===== src/sv/pot_pkg.sv =====
`timescale 1ns / 1ps
// shared types and constants for the periodic / one-shot down timer
// no dependencies; imported by every module of the block
package pot_pkg;

	localparam int OP_W       = 3;
	localparam int UNIT_W     = 2;
	localparam int AMOUNT_W   = 32;
	localparam int CLK_HZ_W   = 27;
	localparam int CPU_W      = 7;
	localparam int ELAPSED_W  = 32;
	localparam int ERR_W      = 2;
	localparam int CFG_IDX_W  = 2;
	localparam int CFG_DATA_W = 27;
	localparam int IN_USER_W  = OP_W + UNIT_W;
	localparam int OUT_DATA_W = 40;

	// divisor width covers one million, the largest divisor ever used
	localparam int DVS_W      = 20;
	// whole seconds of a 32-bit microsecond amount
	localparam int US_QW      = 13;
	localparam int PR_HZ_W    = US_QW + CLK_HZ_W;
	localparam int PR_CPU_W   = CPU_W + DVS_W;
	localparam int US_PER_S   = 1000000;

	// amount / 1e6 as (amount >> 6) / 15625 by reciprocal multiply,
	// exact for every 26-bit shifted amount
	localparam int US_SH    = 6;
	localparam int RCP_X_W  = AMOUNT_W - US_SH;
	localparam int RCP_M_W  = 27;
	localparam int RCP_SH   = 40;
	localparam int RCP_PR_W = RCP_X_W + RCP_M_W;
	localparam logic [RCP_M_W-1:0] RCP_M = RCP_M_W'(70368745);

	localparam logic [CLK_HZ_W-1:0] CLK_HZ_RESET = CLK_HZ_W'(48000000);
	localparam logic [CPU_W-1:0]    CPU_RESET    = CPU_W'(48);

	localparam logic [OP_W-1:0] OP_TICK  = 3'd0;
	localparam logic [OP_W-1:0] OP_START = 3'd1;
	localparam logic [OP_W-1:0] OP_STOP  = 3'd2;
	localparam logic [OP_W-1:0] OP_CLEAR = 3'd3;
	localparam logic [OP_W-1:0] OP_READ  = 3'd4;

	localparam logic [UNIT_W-1:0] UNIT_HZ  = 2'd0;
	localparam logic [UNIT_W-1:0] UNIT_US  = 2'd1;
	localparam logic [UNIT_W-1:0] UNIT_CLK = 2'd2;
	localparam logic [UNIT_W-1:0] UNIT_BAD = 2'd3;

	localparam logic [ERR_W-1:0] ERR_OK    = 2'd0;
	localparam logic [ERR_W-1:0] ERR_PARAM = 2'd1;
	localparam logic [ERR_W-1:0] ERR_UNIT  = 2'd2;

	localparam logic [CFG_IDX_W-1:0] REG_CLOCK_HZ   = 2'd0;
	localparam logic [CFG_IDX_W-1:0] REG_CPU        = 2'd1;
	localparam logic [CFG_IDX_W-1:0] REG_ONE_SHOT   = 2'd2;
	localparam logic [CFG_IDX_W-1:0] REG_IRQ_ENABLE = 2'd3;

	typedef enum logic [1:0] {
		ST_IDLE,
		ST_DIV,
		ST_MUL,
		ST_SUM
	} state_t;

	typedef enum logic [1:0] {
		JOB_HZ,
		JOB_US,
		JOB_RD
	} job_t;

	typedef enum logic [1:0] {
		SRC_HZ,
		SRC_US,
		SRC_RD
	} div_src_t;

	typedef enum logic [1:0] {
		FIN_NONE,
		FIN_HZ,
		FIN_US,
		FIN_RD
	} fin_t;

	typedef struct packed {
		logic     apply;
		logic     div_load;
		div_src_t div_src;
		logic     split_en;
		logic     mul_en;
		fin_t     fin;
	} cmd_t;

	typedef struct packed {
		logic div_done;
		logic hz_bad;
		logic cpu_zero;
	} sts_t;

	// first field in the highest bits
	typedef struct packed {
		logic                 running;
		logic [ERR_W-1:0]     error_code;
		logic [ELAPSED_W-1:0] elapsed_us;
		logic                 timeout_irq;
	} res_t;

endpackage


===== src/sv/pot_ctrl.sv =====
`timescale 1ns / 1ps
// controller for the down timer: accepts items and sequences the shared divider
// depends on pot_pkg
module pot_ctrl import pot_pkg::*; (
	input  logic            clk,
	input  logic            arst_n,
	input  logic            s_tvalid,
	output logic            s_tready,
	input  logic [OP_W-1:0]   operation,
	input  logic [UNIT_W-1:0] unit,
	input  sts_t            sts,
	input  logic            obuf_full,
	output cmd_t            cmd,
	output logic            push
);

	state_t state_q, state_d;
	job_t   job_q;
	logic   accept;
	logic   is_hz, is_us, is_rd, long_op;
	job_t   job_d;

	assign s_tready = (state_q == ST_IDLE) && !obuf_full;
	assign accept   = s_tvalid && s_tready;

	// items that leave idle for the divide sequence
	always_comb begin
		is_hz   = (operation == OP_START) && (unit == UNIT_HZ) && !sts.hz_bad;
		is_us   = (operation == OP_START) && (unit == UNIT_US);
		is_rd   = (operation == OP_READ) && !sts.cpu_zero;
		long_op = is_hz || is_us || is_rd;
		if (is_hz) begin
			job_d = JOB_HZ;
		end else if (is_us) begin
			job_d = JOB_US;
		end else begin
			job_d = JOB_RD;
		end
	end

	always_ff @(posedge clk or negedge arst_n) begin
		if (!arst_n) begin
			state_q <= ST_IDLE;
			job_q   <= JOB_HZ;
		end else begin
			state_q <= state_d;
			if (accept && long_op) begin
				job_q <= job_d;
			end
		end
	end

	always_comb begin
		state_d = state_q;
		unique case (state_q)
			ST_IDLE: begin
				if (accept && long_op) begin
					state_d = ST_DIV;
				end
			end
			ST_DIV: begin
				if (sts.div_done) begin
					state_d = (job_q == JOB_US) ? ST_MUL : ST_IDLE;
				end
			end
			ST_MUL: state_d = ST_SUM;
			ST_SUM: state_d = ST_IDLE;
			default: state_d = ST_IDLE;
		endcase
	end

	always_comb begin
		cmd.apply    = 1'b0;
		cmd.div_load = 1'b0;
		cmd.div_src  = SRC_HZ;
		cmd.split_en = 1'b0;
		cmd.mul_en   = 1'b0;
		cmd.fin      = FIN_NONE;
		push         = 1'b0;
		unique case (state_q)
			ST_IDLE: begin
				if (accept) begin
					if (long_op) begin
						cmd.div_load = 1'b1;
						if (is_hz) begin
							cmd.div_src = SRC_HZ;
						end else if (is_us) begin
							cmd.div_src = SRC_US;
						end else begin
							cmd.div_src = SRC_RD;
						end
					end else begin
						cmd.apply = 1'b1;
						push      = 1'b1;
					end
				end
			end
			ST_DIV: begin
				if (sts.div_done) begin
					if (job_q == JOB_HZ) begin
						cmd.fin = FIN_HZ;
						push    = 1'b1;
					end else if (job_q == JOB_RD) begin
						cmd.fin = FIN_RD;
						push    = 1'b1;
					end else begin
						cmd.split_en = 1'b1;
					end
				end
			end
			ST_MUL: cmd.mul_en = 1'b1;
			ST_SUM: begin
				cmd.fin = FIN_US;
				push    = 1'b1;
			end
			default: ;
		endcase
	end

endmodule


===== src/sv/pot_dp.sv =====
`timescale 1ns / 1ps
// datapath for the down timer: config registers, counter state, shared
// radix-2 divider and the microsecond products; depends on pot_pkg
module pot_dp import pot_pkg::*; #(
	parameter int COUNTER_WIDTH = 32
) (
	input  logic                  clk,
	input  logic                  arst_n,
	input  logic                  cfg_we,
	input  logic [CFG_IDX_W-1:0]  cfg_index,
	input  logic [CFG_DATA_W-1:0] cfg_data,
	input  logic [OP_W-1:0]       operation,
	input  logic [UNIT_W-1:0]     unit,
	input  logic [AMOUNT_W-1:0]   amount,
	input  cmd_t                  cmd,
	output sts_t                  sts,
	output res_t                  res
);

	localparam int CW    = COUNTER_WIDTH;
	localparam int DW    = (CW > AMOUNT_W) ? CW : AMOUNT_W;
	localparam int DCW   = $clog2(DW + 1);
	localparam int SUM_W = PR_HZ_W + 1;
	localparam int LW    = (CW > SUM_W) ? CW : SUM_W;
	localparam logic [DW-1:0] SAT_LIM = DW'(33'h0_FFFF_FFFF);

	logic [CLK_HZ_W-1:0] clock_hz_q;
	logic [CPU_W-1:0]    cpu_q;
	logic                one_shot_q;
	logic                irq_en_q;

	logic [CW-1:0] count_q, count_d;
	logic [CW-1:0] load_q, load_d;
	logic          en_q, en_d;
	logic          to_q, to_d;

	logic [DW-1:0]    dvd_q;
	logic [DVS_W-1:0] rem_q;
	logic [DVS_W-1:0] dvs_q;
	logic [DCW-1:0]   div_cnt_q;
	logic [DVS_W:0]   rem_sh, rem_sub;

	logic [RCP_PR_W-1:0] rcp_q;
	logic [US_QW-1:0]    us_quo;
	logic [AMOUNT_W-1:0] us_qm, us_rem;

	logic [PR_HZ_W-1:0]  prod_hz_q;
	logic [PR_CPU_W-1:0] prod_cpu_q;

	logic [CW-1:0] clk_load, hz_load, us_load;
	logic [DW-1:0] amount_m1, quo_m1;
	logic [LW-1:0] us_sum;
	logic [ELAPSED_W-1:0] rd_sat;

	always_ff @(posedge clk or negedge arst_n) begin
		if (!arst_n) begin
			clock_hz_q <= CLK_HZ_RESET;
			cpu_q      <= CPU_RESET;
			one_shot_q <= 1'b0;
			irq_en_q   <= 1'b0;
		end else if (cfg_we) begin
			unique case (cfg_index)
				REG_CLOCK_HZ:   clock_hz_q <= cfg_data[CLK_HZ_W-1:0];
				REG_CPU:        cpu_q      <= cfg_data[CPU_W-1:0];
				REG_ONE_SHOT:   one_shot_q <= cfg_data[0];
				REG_IRQ_ENABLE: irq_en_q   <= cfg_data[0];
				default: ;
			endcase
		end
	end

	assign sts.hz_bad   = (amount == '0) || (amount > AMOUNT_W'(US_PER_S));
	assign sts.cpu_zero = (cpu_q == '0);
	assign sts.div_done = (div_cnt_q == '0);

	// restoring divider, one quotient bit per cycle
	assign rem_sh  = {rem_q, dvd_q[DW-1]};
	assign rem_sub = rem_sh - {1'b0, dvs_q};

	// microsecond amount split into whole seconds and leftover microseconds
	assign us_quo = rcp_q[RCP_SH +: US_QW];
	assign us_qm  = AMOUNT_W'(us_quo) * AMOUNT_W'(US_PER_S);
	assign us_rem = dvd_q[AMOUNT_W-1:0] - us_qm;

	always_ff @(posedge clk) begin
		if (cmd.div_load && (cmd.div_src == SRC_US)) begin
			rcp_q <= amount[AMOUNT_W-1:US_SH] * RCP_M;
		end
	end

	always_ff @(posedge clk or negedge arst_n) begin
		if (!arst_n) begin
			div_cnt_q <= '0;
		end else if (cmd.div_load && (cmd.div_src != SRC_US)) begin
			div_cnt_q <= DCW'(DW);
		end else if (div_cnt_q != '0) begin
			div_cnt_q <= div_cnt_q - 1'b1;
		end
	end

	always_ff @(posedge clk) begin
		if (cmd.div_load) begin
			rem_q <= '0;
			case (cmd.div_src)
				SRC_HZ: begin
					dvd_q <= DW'(clock_hz_q);
					dvs_q <= amount[DVS_W-1:0];
				end
				SRC_US: begin
					dvd_q <= DW'(amount);
				end
				default: begin
					dvd_q <= DW'(load_q - count_q);
					dvs_q <= DVS_W'(cpu_q);
				end
			endcase
		end else if (cmd.split_en) begin
			dvd_q <= DW'(us_quo);
			rem_q <= us_rem[DVS_W-1:0];
		end else if (div_cnt_q != '0) begin
			if (!rem_sub[DVS_W]) begin
				rem_q <= rem_sub[DVS_W-1:0];
				dvd_q <= {dvd_q[DW-2:0], 1'b1};
			end else begin
				rem_q <= rem_sh[DVS_W-1:0];
				dvd_q <= {dvd_q[DW-2:0], 1'b0};
			end
		end
	end

	// whole seconds times clock rate, leftover microseconds times clocks per us
	always_ff @(posedge clk) begin
		if (cmd.mul_en) begin
			prod_hz_q  <= dvd_q[US_QW-1:0] * clock_hz_q;
			prod_cpu_q <= cpu_q * rem_q;
		end
	end

	assign amount_m1 = DW'(amount) - DW'(1);
	assign clk_load  = amount_m1[CW-1:0];
	assign quo_m1    = dvd_q - DW'(1);
	assign hz_load   = quo_m1[CW-1:0];
	assign us_sum    = LW'(prod_hz_q) + LW'(prod_cpu_q) - LW'(1);
	assign us_load   = us_sum[CW-1:0];
	assign rd_sat    = (dvd_q > SAT_LIM) ? '1 : dvd_q[ELAPSED_W-1:0];

	always_comb begin
		count_d        = count_q;
		load_d         = load_q;
		en_d           = en_q;
		to_d           = to_q;
		res.error_code = ERR_OK;
		res.elapsed_us = '0;
		if (cmd.apply) begin
			case (operation)
				OP_TICK: begin
					if (en_q) begin
						if (count_q == '0) begin
							to_d = 1'b1;
							if (one_shot_q) begin
								en_d = 1'b0;
							end else begin
								count_d = load_q;
							end
						end else begin
							count_d = count_q - 1'b1;
						end
					end
				end
				OP_START: begin
					// hertz starts only land here when rejected; microsecond starts never do
					case (unit)
						UNIT_CLK: begin
							load_d  = clk_load;
							count_d = clk_load;
							en_d    = 1'b1;
						end
						UNIT_BAD: res.error_code = ERR_UNIT;
						default:  res.error_code = ERR_PARAM;
					endcase
				end
				OP_STOP:  en_d = 1'b0;
				OP_CLEAR: to_d = 1'b0;
				OP_READ:  res.elapsed_us = '1;
				default: ;
			endcase
		end
		case (cmd.fin)
			FIN_HZ: begin
				load_d  = hz_load;
				count_d = hz_load;
				en_d    = 1'b1;
			end
			FIN_US: begin
				load_d  = us_load;
				count_d = us_load;
				en_d    = 1'b1;
			end
			FIN_RD:  res.elapsed_us = rd_sat;
			default: ;
		endcase
		res.timeout_irq = to_d & irq_en_q;
		res.running     = en_d;
	end

	always_ff @(posedge clk or negedge arst_n) begin
		if (!arst_n) begin
			count_q <= '0;
			load_q  <= '0;
			en_q    <= 1'b0;
			to_q    <= 1'b0;
		end else begin
			count_q <= count_d;
			load_q  <= load_d;
			en_q    <= en_d;
			to_q    <= to_d;
		end
	end

endmodule


===== src/sv/pot_obuf.sv =====
`timescale 1ns / 1ps
// two-entry result buffer between the timer core and the master stream side
// depends on pot_pkg
module pot_obuf import pot_pkg::*; (
	input  logic clk,
	input  logic arst_n,
	input  logic push,
	input  res_t push_data,
	output logic full,
	output logic m_tvalid,
	input  logic m_tready,
	output res_t m_res
);

	res_t       mem_q [2];
	logic       wr_q, rd_q;
	logic [1:0] cnt_q;
	logic       pop;

	assign m_tvalid = (cnt_q != 2'd0);
	assign full     = (cnt_q == 2'd2);
	assign pop      = m_tvalid && m_tready;
	assign m_res    = mem_q[rd_q];

	always_ff @(posedge clk) begin
		if (push) begin
			mem_q[wr_q] <= push_data;
		end
	end

	always_ff @(posedge clk or negedge arst_n) begin
		if (!arst_n) begin
			wr_q  <= 1'b0;
			rd_q  <= 1'b0;
			cnt_q <= 2'd0;
		end else begin
			if (push) begin
				wr_q <= ~wr_q;
			end
			if (pop) begin
				rd_q <= ~rd_q;
			end
			if (push && !pop) begin
				cnt_q <= cnt_q + 2'd1;
			end else if (pop && !push) begin
				cnt_q <= cnt_q - 2'd1;
			end
		end
	end

endmodule


===== src/sv/periodic_oneshot_down_timer.sv =====
`timescale 1ns / 1ps
// top level of the periodic / one-shot down timer
// depends on pot_pkg, pot_ctrl, pot_dp, pot_obuf
//
// Usage: each transaction on the slave stream is one command (tuser holds
// operation and unit, tdata the amount); each one yields exactly one status
// transaction on the master stream. The config port writes clock_hz,
// clocks_per_us, one_shot and irq_enable; write it only while the block is idle.
// Tick, stop, clear, clock-unit start, rejected starts and reads with zero
// clocks per microsecond push their status in the cycle of acceptance: a tick
// can be taken every cycle while the result buffer has room. Hertz starts and
// elapsed reads run through the bit-serial divider over DW dividend bits,
// DW = max(COUNTER_WIDTH, 32). Microsecond starts split the amount by a
// reciprocal multiply, then pass the DIV, MUL and SUM states. Both push the
// status on the way back to idle, and s_tready stays low meanwhile.
// Results land in a two-entry buffer, so a new command is taken while one
// result still waits; with both entries full s_tready drops until the
// receiver takes one. Reset restores the config defaults (48 MHz, clocks_per_us
// of 48, periodic, interrupt masked), clears the counter, load, enable and
// timeout flag, and empties the result buffer.
module periodic_oneshot_down_timer import pot_pkg::*; #(
	parameter int COUNTER_WIDTH = 32
) (
	input  logic                  clk,
	input  logic                  arst_n,
	input  logic                  cfg_we,
	input  logic [CFG_IDX_W-1:0]  cfg_index,
	input  logic [CFG_DATA_W-1:0] cfg_data,
	input  logic                  s_tvalid,
	output logic                  s_tready,
	input  logic [AMOUNT_W-1:0]   s_tdata,  // amount
	input  logic [IN_USER_W-1:0]  s_tuser,  // operation, unit
	output logic                  m_tvalid,
	input  logic                  m_tready,
	output logic [OUT_DATA_W-1:0] m_tdata   // timeout_irq, elapsed_us, error_code, running
);

	cmd_t cmd;
	sts_t sts;
	res_t res, m_res;
	logic push, obuf_full;

	pot_ctrl u_ctrl (
		.clk       (clk),
		.arst_n    (arst_n),
		.s_tvalid  (s_tvalid),
		.s_tready  (s_tready),
		.operation (s_tuser[OP_W-1:0]),
		.unit      (s_tuser[IN_USER_W-1:OP_W]),
		.sts       (sts),
		.obuf_full (obuf_full),
		.cmd       (cmd),
		.push      (push)
	);

	pot_dp #(
		.COUNTER_WIDTH (COUNTER_WIDTH)
	) u_dp (
		.clk       (clk),
		.arst_n    (arst_n),
		.cfg_we    (cfg_we),
		.cfg_index (cfg_index),
		.cfg_data  (cfg_data),
		.operation (s_tuser[OP_W-1:0]),
		.unit      (s_tuser[IN_USER_W-1:OP_W]),
		.amount    (s_tdata),
		.cmd       (cmd),
		.sts       (sts),
		.res       (res)
	);

	pot_obuf u_obuf (
		.clk       (clk),
		.arst_n    (arst_n),
		.push      (push),
		.push_data (res),
		.full      (obuf_full),
		.m_tvalid  (m_tvalid),
		.m_tready  (m_tready),
		.m_res     (m_res)
	);

	assign m_tdata = OUT_DATA_W'(m_res);

endmodule

===== config.mk =====
export PLATFORM = sky130hd
export DESIGN_NAME = periodic_oneshot_down_timer
export DESIGN_NICKNAME = d
export VERILOG_FILES = /design/src/sv/pot_pkg.sv /design/src/sv/pot_ctrl.sv /design/src/sv/pot_dp.sv /design/src/sv/pot_obuf.sv /design/src/sv/periodic_oneshot_down_timer.sv
export SDC_FILE = /design/constraint.sdc
export NUM_CORES = 2
export LEC_CHECK = 0
export BUFFER_PORTS_ARGS = -buffer_cell sky130_fd_sc_hd__buf_2
export CAP_MARGIN = 10
export CELL_PAD_IN_SITES_DETAIL_PLACEMENT = 1
export CELL_PAD_IN_SITES_GLOBAL_PLACEMENT = 1
export CORE_ASPECT_RATIO = 1.4
export CORE_UTILIZATION = 52
export DETAILED_ROUTE_END_ITERATION = 7
export PLACE_DENSITY_LB_ADDON = 0.08
export SYNTH_ARGS = -nofsm -noshare
export SYNTH_HDL_FRONTEND = slang
export SYNTH_SLANG_ARGS = --single-unit
export TNS_END_PERCENT = 30

===== constraint.sdc =====
create_clock -name clk -period 8.1 [get_ports clk]
set_input_delay 2.025 -clock clk [delete_from_list [all_inputs] [get_ports clk]]
set_output_delay 2.025 -clock clk [all_outputs]
set_load 0.02 [all_outputs]

==> results_dict.tcl <==
set metrics [dict create \
    status "finished clean" \
    wl_um 160000 \
    grtUsageTotal_pct 36.2 \
    gp_routability_congestion 0.995 \
    core_area_sq_mm 0.0884 \
    synth_compound_area_share_pct 11.1 \
    port_buffers 108 \
    cp-start-kind "input port" \
    cp.required_ns 8.44 \
    global_route.usage.met1_pct 39.3 \
    yosysSeqAreaShare_pct 19.8 \
    area_growth_pct 9.45 \
    final_nets 6396 \
    use_met3_pct 4.58 \
    cts_tree "built" \
    synth_top_family_by_area "adder cells" \
    antenna_found_initial 6 \
    arrival_ns 8.27 \
    worstSkewPairLatency_ns 0.61 \
    route.detailed.drc 0 \
    die_h_um 356 \
    hold_viol_final 0 \
    grt.overflow.total 0 \
    synthDistinctLibCells 91 \
    syn-mean-instance-area_sq_um 9.26 \
    max_stage_delay_ns 0.58 \
    synth_edf_count 196 \
    place_hpwl_um 131000 \
    skew_ns 0.0329 \
    hp-class "flip-flop to flip-flop" \
    numCtsBuffers 38 \
    synth_commonest_cells "inv_1 (951), fa_1 (587), ha_1 (543)" \
    vias 37381 \
    finalSetupViolations 0 \
    floorplan.initialDensity_pct 52.5 \
    use_met2_pct 65.5 \
    period_share_pct 97.8 \
    clk_transition_reported_paths_ns 0.06 \
    ys_ff_latch 332 \
    slowest_stage "fa_1" \
    synth_top_area_cell "fa_1" \
    cts_root_buffer "clkbuf_16" \
    via_per_inst 5.84 \
    synthCells 5012 \
    synth_xor_area_share_pct 4.70 \
    drv_slew 0 \
    post-route-min-period_ns 7.92 \
    drv_cap 0 \
    crit_top_cell "fa_1" \
    wl_per_cell_um 24.9 \
    drtPass1Iterations 5 \
    die_w_um 255 \
    grt_pass1_wl_um 243000 \
    die-area_sq_mm 0.0905 \
    io_pins 113 \
    antenna_left 0 \
    fmax_mhz 126 \
    cts_buffer_depth 3 \
    synthTopCellsByArea "fa_1 (25%), ha_1 (15%), edfxtp_1 (13%), inv_1 (7.7%), dfrtp_1 (5.6%)" \
    relSlewSlack_pct 17.6 \
    path_max_fanout 8 \
    synth_most_common_cell "inv_1" \
    grt_max_degree 75 \
    synthFlopType "edfxtp_1" \
    ys_warn_count 0 \
    drive_above_1_share_pct 10.3 \
    htree_num_levels 2 \
    synth.area.mux_share_pct 2.26 \
    first_global_vias 41744 \
    path_class "input port to flip-flop" \
    drt_iter0_markers 1661 \
    synth_fa_ha_area_share_pct 39.9 \
    pre_cts_ws_ns -0.752 \
    synth-simple-area-share_pct 12.8 \
    critPathCaptureType "flip-flop" \
    worst_pin_slew_ns 1.23 \
    top_usage_layer "met2" \
    synth_top_area_share_pct 25.3 \
    num_rows 129 \
    netlist_area_sq_mm 0.0464 \
    cts-hold-fix-buffers 0 \
    setup_ws_ns 0.176 \
    clock_sinks 332 \
    async_reset_ff_share_pct 34.9 \
]
-- stage by stage --
| stage | std cells | instance area, sq um | utilization [%] | setup TNS (ns) | hold WS (ns) |
|---|---|---|---|---|---|
| 6_report | 6405 | 50800 | 57.5 | 0 | 0.507 |
| 5_1_grt | 6404 | 50800 | 57.4 | -0.0235 | 0.525 |
| 2_1_floorplan | 5015 | 46400 | - | 0 | 0.456 |
| 3_5_place_dp | 6332 | 49500 | 55.9 | -5.28 | 0.491 |
| 4_1_cts | 6402 | 50700 | 57.4 | -0.000937 | 0.503 |
| 3_3_place_gp | 6332 | 49500 | 55.9 | -3.87 | 0.495 |
-- area by class of cell --
type / instances / area [sq um]
fillers: 10341 / 37600
multi-input cells: 3534 / 33000
flip-flops and latches: 332 / 9210
inverters: 951 / 3570
repair buffers: 338 / 2270
well taps: 1179 / 1480
clock buffers: 47 / 1050
clock inverters: 23 / 224
diodes: 1 / 2.50
-- state kept, by name, summed over array words and instances (netlist names), 20 cells and up, named ones only --
register         count
u_dp.dvd_q          32
u_obuf.mem_q        72
u_dp.load_q         32
u_dp.prod_hz_q      32
u_dp.prod_cpu_q     27
u_dp.rem_q          20
u_dp.count_q        32
u_dp.clock_hz_q     27
u_dp.dvs_q          20
-- kinds of logic after synthesis --
| group | after synthesis |
|---|---|
| other | 1 |
| adders and majority gates | 1130 |
| DFF | 332 |
| xor gates and xnor gates | 249 |
| buffers and inverters | 1149 |
| and+or+nand+nor | 1258 |
| AOI/OAI and AO/OA | 798 |
| muxes | 95 |
-- layout by cell type (no fill, tap or decap), drive strengths merged, types with 10 or more instances in the layout --
cell / n
a211oi: 41
a21o: 98
a21oi: 197
a221oi: 12
a22oi: 42
a31oi: 63
and2: 182
and3: 25
buf: 338
clkbuf: 47
clkinv: 10
dfrtp: 104
dfstp: 12
dfxtp: 20
edfxtp: 196
fa: 587
ha: 543
inv: 957
mux2: 80
mux2i: 15
nand2: 505
nand2b: 27
nand3: 75
nand4: 22
nor2: 232
nor2b: 29
nor3: 68
nor4: 22
o211ai: 25
o21a: 32
o21ai: 169
o21bai: 15
o22ai: 14
or2: 15
or3: 25
xnor2: 173
xor2: 76
-- path summary, 6_finish.rpt --
kind,start,end,slack [ns],depth (start not counted)
worst max-delay path,s_tdata[11],u_dp.rcp_q[52]$_DFFE_PP_,0.18,26
worst min-delay path,u_obuf.cnt_q[1]$_DFFE_PN0P_,u_obuf.cnt_q[1]$_DFFE_PN0P_,0.51,1
worst max register to register,u_dp.dvd_q[1]$_DFFE_PP_,u_dp.prod_hz_q[31]$_DFFE_PP_,1.15,19
worst min register to register,u_obuf.cnt_q[1]$_DFFE_PN0P_,u_obuf.cnt_q[1]$_DFFE_PN0P_,0.51,1
max in group asynchronous,arst_n,u_dp.count_q[17]$_DFFE_PN0P_,5.29,2
min in group asynchronous,arst_n,u_dp.clock_hz_q[12]$_DFFE_PN0P_,1.47,1
-- critical path, delay by kind of cell --
family | cells | cell delay [ns]
adders and majority gates | 8 | 3.62
AOI/OAI and AO/OA | 8 | 1.54
buffers and inverters | 8 | 0.79
and+or+nand+nor | 1 | 0.19
xor gates and xnor gates | 1 | 0.10
-- what timing repair did --
action | CTS | global route
endpoints found under the setup margin | 4 | 8
resized for setup | 1 | 8
buffers inserted | 0 | 2
pin swaps | 0 | 6
-- metal layers --
| layer | vias up | share of wire [%] | routed length, um |
|---|---|---|---|
| li1 | 16652 | - | - |
| met1 | 19287 | 36 | 58200 |
| met2 | 974 | 52 | 82700 |
| met3 | 460 | 4.3 | 6890 |
| met4 | 8 | 7.4 | 11900 |
| met5 | - | 0.034 | 54 |
Power is not shown: default switching activity piles up to over one toggle a cycle in this logic, so the estimate is an artifact.
